--- src/rtl/triangle_point_sampler_assert.svh ---
// Assertion macros used by the triangle point sampler top level.
`ifndef TRIANGLE_POINT_SAMPLER_ASSERT_SVH
`define TRIANGLE_POINT_SAMPLER_ASSERT_SVH

// Consequent must hold in the same cycle as the antecedent.
`define TPS_ASSERT_SAME(label, ante, cons, msg) \
    label: assert property (@(posedge aclk) disable iff (!aresetn) (ante) |-> (cons)) \
        else $error(msg);

// Consequent must hold in the cycle after the antecedent.
`define TPS_ASSERT_NEXT(label, ante, cons, msg) \
    label: assert property (@(posedge aclk) disable iff (!aresetn) (ante) |=> (cons)) \
        else $error(msg);

`endif

--- src/rtl/tps_pkg.sv ---
// Package with shared constants and register codes of the triangle point sampler.
`timescale 1ns / 1ps
package tps_pkg;
    localparam int COORD_BITS_DEF = 16;
    localparam int FRAC_BITS_DEF  = 16;
    localparam int LEN_FRAC       = 8;
    localparam int CFG_IDX_W      = 3;

    typedef enum logic [CFG_IDX_W-1:0] {
        REG_EDGE_MODE = 3'd0,
        REG_V1_X      = 3'd1,
        REG_V1_Y      = 3'd2,
        REG_V2_X      = 3'd3,
        REG_V2_Y      = 3'd4,
        REG_V3_X      = 3'd5,
        REG_V3_Y      = 3'd6
    } cfg_reg_t;
endpackage

--- src/rtl/tps_side_len.sv ---
// Side length unit: squares a vertex difference and takes an iterative square root.
`timescale 1ns / 1ps
module tps_side_len #(
    parameter int COORD_BITS = tps_pkg::COORD_BITS_DEF
) (
    input  logic                                      aclk,
    input  logic                                      aresetn,
    input  logic                                      start,
    input  logic signed [COORD_BITS:0]                dx,
    input  logic signed [COORD_BITS:0]                dy,
    output logic [COORD_BITS+tps_pkg::LEN_FRAC:0]     len,
    output logic                                      busy
);
    import tps_pkg::*;

    localparam int RAD_W  = 2*COORD_BITS + 2*LEN_FRAC + 2;
    localparam int ROOT_W = RAD_W / 2;
    localparam int REM_W  = ROOT_W + 3;
    localparam int CNT_W  = $clog2(ROOT_W + 1);

    logic [RAD_W-1:0]        rad_reg, rad_next;
    logic [REM_W-1:0]        rem_reg, rem_next;
    logic [ROOT_W-1:0]       root_reg, root_next;
    logic [CNT_W-1:0]        cnt_reg, cnt_next;
    logic signed [COORD_BITS:0] ax, ay;
    logic [COORD_BITS-1:0]   mx, my;
    logic [2*COORD_BITS:0]   sq;
    logic [REM_W-1:0]        rem_sh, trial;

    always_comb begin
        ax = (dx < 0) ? -dx : dx;
        ay = (dy < 0) ? -dy : dy;
        mx = ax[COORD_BITS-1:0];
        my = ay[COORD_BITS-1:0];
        sq = (2*COORD_BITS+1)'(mx * mx) + (2*COORD_BITS+1)'(my * my);
        rem_sh = {rem_reg[REM_W-3:0], rad_reg[RAD_W-1 -: 2]};
        trial  = {1'b0, root_reg, 2'b01};
        rad_next  = rad_reg;
        rem_next  = rem_reg;
        root_next = root_reg;
        cnt_next  = cnt_reg;
        if (start) begin
            rad_next  = {1'b0, sq, {(2*LEN_FRAC){1'b0}}};
            rem_next  = '0;
            root_next = '0;
            cnt_next  = CNT_W'(ROOT_W);
        end else if (cnt_reg != '0) begin
            rad_next = {rad_reg[RAD_W-3:0], 2'b00};
            cnt_next = cnt_reg - 1'b1;
            if (rem_sh >= trial) begin
                rem_next  = rem_sh - trial;
                root_next = {root_reg[ROOT_W-2:0], 1'b1};
            end else begin
                rem_next  = rem_sh;
                root_next = {root_reg[ROOT_W-2:0], 1'b0};
            end
        end
    end

    always_ff @(posedge aclk) begin
        if (!aresetn) begin
            cnt_reg  <= '0;
            root_reg <= '0;
        end else begin
            cnt_reg  <= cnt_next;
            root_reg <= root_next;
        end
        rad_reg <= rad_next;
        rem_reg <= rem_next;
    end

    assign len  = root_reg;
    assign busy = (cnt_reg != '0);
endmodule

--- config.mk ---
export PLATFORM = sky130hd
export DESIGN_NAME = tps_side_len
export DESIGN_NICKNAME = d
export VERILOG_FILES = /design/src/rtl/triangle_point_sampler_assert.svh /design/src/rtl/tps_pkg.sv /design/src/rtl/tps_side_len.sv
export SDC_FILE = /design/constraint.sdc
export NUM_CORES = 1
export LEC_CHECK = 0
export ABC_AREA = 1
export ABC_CLOCK_PERIOD_IN_PS = 14900
export BUFFER_PORTS_ARGS = -buffer_cell sky130_fd_sc_hd__buf_2
export CAP_MARGIN = 15
export CORE_ASPECT_RATIO = 0.9
export CORE_UTILIZATION = 60
export DETAILED_ROUTE_END_ITERATION = 10
export PLACE_DENSITY = 0.77
export REMOVE_ABC_BUFFERS = 1
export SLEW_MARGIN = 20
export SYNTH_ARGS = -nofsm -noshare
export SYNTH_HDL_FRONTEND = slang
export SYNTH_SLANG_ARGS = --single-unit
--- constraint.sdc ---
create_clock -name aclk -period 14.9 [get_ports aclk]
set_input_delay 0.745 -clock aclk [delete_from_list [all_inputs] [get_ports aclk]]
set_output_delay 0.745 -clock aclk [all_outputs]
set_load 0.01 [all_outputs]
==> results.yml <==
critical_path:
  cp-end-kind: "flop"
  worstSetupStartpoint: "dy[0]"
  start_kind: "input pin"
  slowest_delay_ns: 0.75
  reg2reg_from: "cnt_reg[0]$_SDFFE_PN0P_"
  worstPathMaxFanout: 18
  worstSetupPathType: "in2reg"
  cp_common_cell: "fa_1"
  cp_slowest_cell: "xor2_1"
  arrival_ns: 9.42
  worstPathRequired_ns: 15.01
clocking:
  clk_pin_slew_ns: 0.08
  cts_hold_buf: 0
  cts_tree: "built"
  cts_setup_buffers: 0
  cts_root_buf: "clkbuf_16"
  cts.repair.resized: 0
  clock_latency_ns: 0.35
  cts_buffer_depth: 2
  htreeDepth: 3
  cts_buffers: 9
  clock_sinks: 90
sta:
  tns_ns: 0
  final-setup-viol-count: 0
  finalCritPeriodShare_pct: 62.5
  relSlewSlack_pct: 27.7
  skew_ns: 0.0142
  rsz0062_at_grt: "no"
  finalCriticalPeriod_ns: 9.31
  slew_viol_final: 0
  hold_violations: 0
  fmax_mhz: 107
  tightest_slew_ns: 1.08
yosys:
  synth.area.top_cells: "fa_1 36%, ha_1 13%, inv_1 13%"
  synth_ff_type: "dfxtp_1"
  synthTopCellsByCount: "747 x inv_1, 450 x nand2_1, 382 x fa_1"
  ys_seq_elements: 90
  postSynth.asyncResetShare_pct: 0
  syn_area_per_cell_um2: 7.86
  yosysMostFrequentCell: "inv_1"
  syn-cell-area_mm2: 0.0213
  yosysUniqueCellTypes: 50
  synth_largest_area_cell: "fa_1"
  synthCells: 2711
  synth_top_area_share_pct: 35.9
  ys_seq_area_share_pct: 10.0
  synth_edf_count: 33
  yosys_warnings: 0
floorplanning:
  std_cell_rows: 65
  chipHeight_um: 181
  die_w_um: 201
  core_area_mm2: 0.0351
  die-area_mm2: 0.0363
  start_util_pct: 60.8
  ios: 63
route:
  drtIter0Drc: 1433
  drtPass1Iterations: 8
  vias_per_cell: 5.37
  wirelength_um: 55200
  vias: 17300
  drc: 2
  final_antenna_net_count: 0
  wl_per_cell_um: 17.1
grt:
  grtUsageTotal_pct: 32.0
  grt_max_degree: 83
  antenna_found_initial: 0
  gr-total-overflow: 0
  grt_pass1_vias: 17900
  grt_pass1_wl_um: 91100
layout:
  nets: 3395
  final-seq-area_mm2: 0.00213
  stdcell_area_mm2: 0.0224
  drive_above_1_share_pct: 5.38
  largest_reg_flops: 34
  multi_input_area_mm2: 0.0161
  final.fill_count: 3151
  area_growth_pct: 5.04
  finalNonFillerCells: 3221
  antenna_cells: 0
place:
  numPortBuffers: 62
  placed_area_mm2: 0.0221
  routabilityCongestion: 1.01
  place_hpwl_um: 47800
  place_inst: 3205
flow_run:
  cap_violations: 0
run_status:
  violations: "design-rule violations"
  status: "finished, violations left"
min_path:
  min_from: "len[19]$_SDFFE_PP0P_"
  hp-class: "reg2reg"
## worst paths after layout
path	to	slack [ns]	depth (start not counted)
max	rad_reg[48]$_DFFE_PP_	5.59	32
min	len[20]$_SDFFE_PP0P_	0.50	2
max reg2reg	rad_reg[28]$_DFFE_PP_	11.41	7
min reg2reg	len[20]$_SDFFE_PP0P_	0.50	2
## area by class of cell
class / count / area share, %
multi-input combinational: 1804 / 71.9
tap: 469 / 2.62
timing repair buffer: 78 / 1.92
inverter: 764 / 12.8
clock buffer: 10 / 1.02
sequential: 90 / 9.52
clock inverter: 6 / 0.218
## critical path: cells and delay by family
kind	cells	cell delay (ns)
buffers and inverters	9	1.13
adder cells (fa/ha/maj)	10	4.65
XOR/XNOR	1	0.75
AO/OA/AOI/OAI	6	1.32
AND/OR/NAND/NOR	6	0.79
## logic make-up after synthesis
group | Yosys count | synth area share [%]
simple gates | 889 | 17.4
compound gates | 252 | 6.60
xor+xnor | 52 | 2.17
fa+ha+maj | 611 | 49.3
buf+inv | 817 | 14.5
flops | 90 | 10.0
## layer usage
layer / GRT usage [%] / up-vias / wire, um
met2: 50.5 / 663 / 24700
met1: 44.7 / 8383 / 23800
met4: 9.34 / 0 / 1770
met3: 6.62 / 95 / 4860
met5: 0 / - / 0
li1: - / 8148 / -
## placed cells by master, fill, tap and decap left out, types with 4 or more instances in the layout
master / n
inv_1: 747
nand2_1: 450
fa_1: 382
nor2_1: 267
ha_1: 229
a21oi_1: 99
o21ai_0: 93
nand3_1: 86
buf_2: 62
dfxtp_1: 57
edfxtp_1: 33
nand4_1: 30
xnor2_1: 27
xor2_1: 24
o21bai_1: 16
buf_4: 16
nor3_1: 15
inv_2: 14
or2_2: 9
a21o_1: 9
clkbuf_16: 9
nand2_2: 7
o21ai_1: 7
a31oi_1: 7
nand3_2: 6
a31o_2: 5
nor4_1: 4
a21boi_0: 4
## stage by stage
stage                     utilization [%]  hold slack, ns  worst slack [ns]
after global placement               63.1           0.482              5.58
after detailed placement             63.1           0.487              5.39
final                                63.9           0.501              5.59
after CTS                            63.9           0.503              5.75
after floorplan                         -           0.484              6.66
after global routing                 63.9           0.529              5.07
Power is left out: the tool's default activity adds up to more than one toggle a clock period on the data nets, which glitch-free logic cannot reach.
