`config.mk`:
```
export PLATFORM = sky130hd
export DESIGN_NAME = tps_pipe
export DESIGN_NICKNAME = d
export VERILOG_FILES = /design/src/rtl/triangle_point_sampler_assert.svh /design/src/rtl/tps_pkg.sv /design/src/rtl/tps_pipe.sv
export SDC_FILE = /design/constraint.sdc
export NUM_CORES = 2
export LEC_CHECK = 0
export BUFFER_PORTS_ARGS = -buffer_cell sky130_fd_sc_hd__buf_4
export CORE_MARGIN = 2
export CORE_UTILIZATION = 40
export CTS_BUF_LIST = sky130_fd_sc_hd__clkbuf_8 sky130_fd_sc_hd__clkbuf_16
export CTS_CLUSTER_DIAMETER = 30
export DETAILED_ROUTE_END_ITERATION = 8
export PLACE_DENSITY = 0.7
export SLEW_MARGIN = 15
export SYNTH_ARGS = -nofsm -noshare
export SYNTH_HDL_FRONTEND = slang
export SYNTH_SLANG_ARGS = --single-unit
```
`constraint.sdc`:
```
create_clock -name aclk -period 11.2 [get_ports aclk]
set_input_delay 1.12 -clock aclk [delete_from_list [all_inputs] [get_ports aclk]]
set_output_delay 1.12 -clock aclk [all_outputs]
set_load 0.01 [all_outputs]
```
`src/rtl/triangle_point_sampler_assert.svh`:
```
// Assertion macros used by the triangle point sampler top level.
`ifndef TRIANGLE_POINT_SAMPLER_ASSERT_SVH
`define TRIANGLE_POINT_SAMPLER_ASSERT_SVH

// Consequent must hold in the same cycle as the antecedent.
`define TPS_ASSERT_SAME(label, ante, cons, msg) \
    label: assert property (@(posedge aclk) disable iff (!aresetn) (ante) |-> (cons)) \
        else $error(msg);

// Consequent must hold in the cycle after the antecedent.
`define TPS_ASSERT_NEXT(label, ante, cons, msg) \
    label: assert property (@(posedge aclk) disable iff (!aresetn) (ante) |=> (cons)) \
        else $error(msg);

`endif

```
`src/rtl/tps_pkg.sv`:
```
// Package with shared constants and register codes of the triangle point sampler.
`timescale 1ns / 1ps
package tps_pkg;
    localparam int COORD_BITS_DEF = 16;
    localparam int FRAC_BITS_DEF  = 16;
    localparam int LEN_FRAC       = 8;
    localparam int CFG_IDX_W      = 3;

    typedef enum logic [CFG_IDX_W-1:0] {
        REG_EDGE_MODE = 3'd0,
        REG_V1_X      = 3'd1,
        REG_V1_Y      = 3'd2,
        REG_V2_X      = 3'd3,
        REG_V2_Y      = 3'd4,
        REG_V3_X      = 3'd5,
        REG_V3_Y      = 3'd6
    } cfg_reg_t;
endpackage

```
`src/rtl/tps_pipe.sv`:
```
// Three-stage sampling datapath: select and fold, multiply, scale and sum.
`timescale 1ns / 1ps
module tps_pipe #(
    parameter int COORD_BITS = tps_pkg::COORD_BITS_DEF,
    parameter int FRAC_BITS  = tps_pkg::FRAC_BITS_DEF
) (
    input  logic                                  aclk,
    input  logic                                  aresetn,
    input  logic                                  in_valid,
    output logic                                  in_ready,
    input  logic [FRAC_BITS-1:0]                  r1,
    input  logic [FRAC_BITS-1:0]                  r2,
    input  logic [FRAC_BITS-1:0]                  r3,
    input  logic                                  edge_mode,
    input  logic signed [COORD_BITS-1:0]          x1,
    input  logic signed [COORD_BITS-1:0]          y1,
    input  logic signed [COORD_BITS-1:0]          x2,
    input  logic signed [COORD_BITS-1:0]          y2,
    input  logic signed [COORD_BITS-1:0]          x3,
    input  logic signed [COORD_BITS-1:0]          y3,
    input  logic [COORD_BITS+tps_pkg::LEN_FRAC:0] l1,
    input  logic [COORD_BITS+tps_pkg::LEN_FRAC:0] l2,
    input  logic [COORD_BITS+tps_pkg::LEN_FRAC:0] l3,
    output logic                                  out_valid,
    input  logic                                  out_ready,
    output logic [COORD_BITS-1:0]                 px,
    output logic [COORD_BITS-1:0]                 py
);
    import tps_pkg::*;

    localparam int C     = COORD_BITS;
    localparam int F     = FRAC_BITS;
    localparam int LEN_W = C + LEN_FRAC + 1;
    localparam int TOT_W = LEN_W + 2;
    localparam int SEL_W = F + TOT_W;
    localparam int P_W   = F + 1 + C;

    logic en1, en2, en3;
    logic v1_reg, v2_reg, v3_reg;

    logic signed [C:0] d21x, d21y, d32x, d32y, d13x, d13y, d31x, d31y;
    logic [F:0]        s_f, t_f, sum_st, one;
    logic [TOT_W-1:0]  total;
    logic [SEL_W-1:0]  sel, lim1, lim2;
    logic [F:0]        u1_next, u2_next;
    logic signed [C-1:0] sx_next, sy_next;
    logic signed [C:0] dax_next, day_next, dbx_next, dby_next;

    logic [F:0]          u1_reg, u2_reg;
    logic signed [C-1:0] sx_reg, sy_reg;
    logic signed [C:0]   dax_reg, day_reg, dbx_reg, dby_reg;

    logic signed [C:0]   ad_ax, ad_ay, ad_bx, ad_by;
    logic [P_W-1:0]      pax_reg, pay_reg, pbx_reg, pby_reg;
    logic                nax_reg, nay_reg, nbx_reg, nby_reg;
    logic signed [C-1:0] sx2_reg, sy2_reg;

    logic signed [C+2:0] tax, tay, tbx, tby, sumx, sumy;
    logic [C-1:0]        px_reg, py_reg;

    assign en3 = !v3_reg || out_ready;
    assign en2 = !v2_reg || en3;
    assign en1 = !v1_reg || en2;
    assign in_ready = en1;

    always_comb begin
        d21x = (C+1)'(x2) - (C+1)'(x1);
        d21y = (C+1)'(y2) - (C+1)'(y1);
        d32x = (C+1)'(x3) - (C+1)'(x2);
        d32y = (C+1)'(y3) - (C+1)'(y2);
        d13x = (C+1)'(x1) - (C+1)'(x3);
        d13y = (C+1)'(y1) - (C+1)'(y3);
        d31x = (C+1)'(x3) - (C+1)'(x1);
        d31y = (C+1)'(y3) - (C+1)'(y1);
        one    = {1'b1, {F{1'b0}}};
        sum_st = (F+1)'(r1) + (F+1)'(r2);
        total  = TOT_W'(l1) + TOT_W'(l2) + TOT_W'(l3);
        sel    = SEL_W'(r1) * SEL_W'(total);
        lim1   = SEL_W'({l1, {F{1'b0}}});
        lim2   = SEL_W'({(LEN_W+1)'(l1) + (LEN_W+1)'(l2), {F{1'b0}}});
        if (sum_st > one) begin
            s_f = one - (F+1)'(r1);
            t_f = one - (F+1)'(r2);
        end else begin
            s_f = (F+1)'(r1);
            t_f = (F+1)'(r2);
        end
        dbx_next = '0;
        dby_next = '0;
        if (edge_mode) begin
            u1_next = (F+1)'(r3);
            u2_next = '0;
            priority if (sel < lim1) begin
                sx_next = x1; sy_next = y1; dax_next = d21x; day_next = d21y;
            end else if (sel < lim2) begin
                sx_next = x2; sy_next = y2; dax_next = d32x; day_next = d32y;
            end else begin
                sx_next = x3; sy_next = y3; dax_next = d13x; day_next = d13y;
            end
        end else begin
            u1_next  = s_f;
            u2_next  = t_f;
            sx_next  = x1;
            sy_next  = y1;
            dax_next = d21x;
            day_next = d21y;
            dbx_next = d31x;
            dby_next = d31y;
        end
    end

    always_comb begin
        ad_ax = (dax_reg < 0) ? -dax_reg : dax_reg;
        ad_ay = (day_reg < 0) ? -day_reg : day_reg;
        ad_bx = (dbx_reg < 0) ? -dbx_reg : dbx_reg;
        ad_by = (dby_reg < 0) ? -dby_reg : dby_reg;
    end

    always_comb begin
        tax = $signed({2'b00, pax_reg[P_W-1:F]});
        tay = $signed({2'b00, pay_reg[P_W-1:F]});
        tbx = $signed({2'b00, pbx_reg[P_W-1:F]});
        tby = $signed({2'b00, pby_reg[P_W-1:F]});
        if (nax_reg) tax = -tax;
        if (nay_reg) tay = -tay;
        if (nbx_reg) tbx = -tbx;
        if (nby_reg) tby = -tby;
        sumx = (C+3)'(sx2_reg) + tax + tbx;
        sumy = (C+3)'(sy2_reg) + tay + tby;
    end

    always_ff @(posedge aclk) begin
        if (!aresetn) begin
            v1_reg <= 1'b0;
            v2_reg <= 1'b0;
            v3_reg <= 1'b0;
        end else begin
            if (en1) v1_reg <= in_valid;
            if (en2) v2_reg <= v1_reg;
            if (en3) v3_reg <= v2_reg;
        end
        if (en1) begin
            u1_reg  <= u1_next;
            u2_reg  <= u2_next;
            sx_reg  <= sx_next;
            sy_reg  <= sy_next;
            dax_reg <= dax_next;
            day_reg <= day_next;
            dbx_reg <= dbx_next;
            dby_reg <= dby_next;
        end
        if (en2) begin
            pax_reg <= P_W'(u1_reg) * P_W'(ad_ax[C-1:0]);
            pay_reg <= P_W'(u1_reg) * P_W'(ad_ay[C-1:0]);
            pbx_reg <= P_W'(u2_reg) * P_W'(ad_bx[C-1:0]);
            pby_reg <= P_W'(u2_reg) * P_W'(ad_by[C-1:0]);
            nax_reg <= dax_reg[C];
            nay_reg <= day_reg[C];
            nbx_reg <= dbx_reg[C];
            nby_reg <= dby_reg[C];
            sx2_reg <= sx_reg;
            sy2_reg <= sy_reg;
        end
        if (en3) begin
            px_reg <= sumx[C-1:0];
            py_reg <= sumy[C-1:0];
        end
    end

    assign out_valid = v3_reg;
    assign px = px_reg;
    assign py = py_reg;
endmodule

```
==> impl_results.md <==
- Status: complete, but fails checks
- Failing checks: negative setup slack
- Max_cap viols: 0
- Post-synth net total: about 10,000
- FFs w/ async S/R, synth: 0%
- WL per Instance: roughly 19 um
- Fillers: 16,300
- EDFF count, synth: between 200 and 300
- Layout Skew: 0.0345 ns
- Initial Util: between 40 and 50%
- NumNets Final: roughly 10,000
- Met2 GRT Util: between 30% and 40%
- Layer with the highest usage: met2
- Reg2reg setup slack: 1.71 ns
- CTS tree: built
- # rows: between 150 and 200
- Endpoints failing setup: between 60 and 70
- CTS Buf Count: 66
- Post-Synthesis Cells: about 7,800
- Clk slew on worst S/H paths: about 0.050 ns
- Chip Width: between 400 and 500 um
- Final core utilization: between 40% and 50%
- Synth warn: 0
- Met1 Use GR: between 20% and 30%
- Area delta synth->final: 14.5%
- Fin. max-slew vios: 0
- Clk sinks: ~270
- Placed instance count: roughly 10,000
- Total wire length: about 200,000 um
- Slew Limit Headroom: between 20% and 30%
- First-pass GRT wire length: roughly 320,000 um
- Critical path fanouts, max: 10
- Startpoint types: input pin
- RePlAce Congestion: ~0.92
- Worst min path class: flop to flop
- Synth unique cells: 75
- Syn Std Cell Area: between 0.07 and 0.08 mm^2
- Post-synth top area cell: fa_1
- Worst Setup End Kind: flop
- Die area: around 0.18 mm^2
- Non-Filler Instances: 10,600
- Seq/Total Area, Yosys: 11.4%
- Worst Max-Slew Pin Slew: 1.09 ns
- Share of cells above drive strength 1: a little under an eighth
- Clk_lat worst skew: between 0.6 and 0.7 ns
- Drt first-iter violations: between 3,000 and 4,000
- Met3 Use GR: approximately 3.3%
- Port Buf Inserts: 257
- Placed cell areas: about 0.077 mm^2
- Initial antenna violation count: 16
- DP HPWL: around 160,000 um
- Fmax: roughly 86 MHz
- Router iterations before antenna repair: 5
- Die span in y: 424 um
- RSZ-0062 raised after global routing: yes
- Top-area cell type share of the netlist area: 35.2%
- Largest net degree at the start of global routing: 68
- Drt via density: ~5.2
- Tmin final: around 12 ns
- Final instance area: just over 0.08 mm^2
- Post-synthesis register bit count: about 270
- Residual overflow from global routing: 0
- H-tree depth: 3
- Arrival time at the worst endpoint: about 12 ns
- Synth Area per Inst: just over 9 um^2
- Number of I/O pins: between 200 and 300
- Total GRT Usage: between 20% and 30%
- Fin worst setup slack: -0.384 ns
- Hold buffers post-CTS: 0
- Place WS: -1.67 ns
- Max Root-Sink Buffers: 3
- Critical path's slowest cell: fa_1
- Vias in the first global route: slightly below 60,000
- Ranking of synthesized cells by area: fa_1, ha_1, edfxtp_1
- CP Data Required Time: roughly 12 ns
- Synth Flop Type: edfxtp_1
- Setup CP Type: input pin to flop
- Final period utilization: 103%
- Routed Antenna Nets: 0
- Max incr delay on CP: 0.56 ns
- Total number of vias: 54,900
- Drt drc: 0
- Clock root buffer: clkbuf_16
- Final-report hold violation count: 0
- Core region area: between 0.15 and 0.2 mm^2
critical path, delay by kind of cell:
| family | cells | cell delay [ns] |
|---|---|---|
| fa+ha+maj | 12 | 4.75 |
| compound gates | 20 | 3.06 |
| buf+inv | 11 | 1.43 |
| simple gates | 6 | 1.00 |
| mux | 1 | 0.32 |
| xor+xnor | 2 | 0.25 |
cells in the final DEF, fill, tap and decap left out, types with 19 or more instances in the layout:
cell type	Yosys	routed
inv_1	1552	1548
fa_1	1239	1233
nand2_1	1111	1109
ha_1	782	771
buf_4	5	648
and2_1	367	363
edfxtp_1	266	266
xnor2_1	282	261
nor2b_1	245	243
nor2_1	220	216
o21ai_0	202	193
a21oi_1	206	189
mux2i_1	131	129
a21o_1	97	97
nand2b_1	96	96
xor2_1	93	86
clkbuf_16	0	70
nor3_1	61	59
or3_1	42	42
nand3_1	40	39
o21bai_1	36	35
o31ai_1	35	34
a21boi_0	33	33
nand4_1	28	28
a31oi_1	23	22
o21a_1	20	20
nor4_1	20	19
xnor2_2	0	19
kinds of logic (layout without fill, tap and decap cells):
group,count (synthesis),in the layout,share of synthesized area (%)
AO/OA/AOI/OAI,785,785,7.08
XOR/XNOR,375,375,4.66
adder cells (fa/ha/maj),2022,2022,49.1
buffers and inverters,1852,2356,9.96
flip-flops,269,269,11.4
multiplexers,151,151,2.18
other,0,12,0
AND/OR/NAND/NOR,2300,2300,15.6
repair_timing:
| item | CTS | global route |
|---|---|---|
| pin swaps | 41 | 78 |
| resized for setup | 56 | 65 |
| buffers inserted | 26 | 22 |
| setup endpoints to repair | 66 | 66 |
| cloned | 3 | 3 |
cell usage after synthesis, drive strengths merged, types with 35 or more instances:
cell type,n
inv,1552
a21boi,37
o21bai,36
or3,42
o21ai,214
clkbuf,280
nand2b,96
fa,1239
nand3,40
edfxtp,266
nor2,220
ha,782
xor2,93
a21oi,207
xnor2,282
a21o,97
nand2,1111
and2,367
o31ai,35
nor3,61
nor2b,245
mux2i,131
layer usage:
metal	part of all wire, %	vias to the layer above
li1	-	25000
met1	39	27600
met2	50	1858
met3	6.4	387
met4	4.9	4
met5	0.014	-
final cells by class:
class                   instances  area [um^2]  area share (%)
well taps                    2340         2930            3.63
flip-flops and latches        269         8050            9.98
clock buffers                  66         1650            2.05
diodes                         12         30.0          0.0372
repair buffers                688         5570            6.90
inverters                    1552         5830            7.22
multi-input cells            5633        56100            69.6
clock inverters                50          508           0.630
through the flow:
| step | hold slack [ns] | TNS (ns) |
|---|---|---|
| 3_3_place_gp | 0.406 | -98.18 |
| 4_1_cts | 0.411 | -26.84 |
| 5_1_grt | 0.421 | -46.47 |
| 6_report | 0.414 | -19.91 |
| 3_5_place_dp | 0.405 | -104.06 |
| 2_1_floorplan | 0.400 | -9.35 |
path summary, 6_finish.rpt:
| check | start | endpoint | depth (start not counted) |
|---|---|---|---|
| worst min register to register | sx_reg[12] | sx2_reg[12] | 0 |
| worst max register to register | dax_reg[0] | pax_reg[31] | 30 |
| worst max-delay path | l3[1] | dax_reg[13] | 52 |
| worst min-delay path | sx_reg[12] | sx2_reg[12] | 0 |
Power is not shown: default switching activity piles up to over one toggle a cycle in this logic, so the estimate is an artifact.
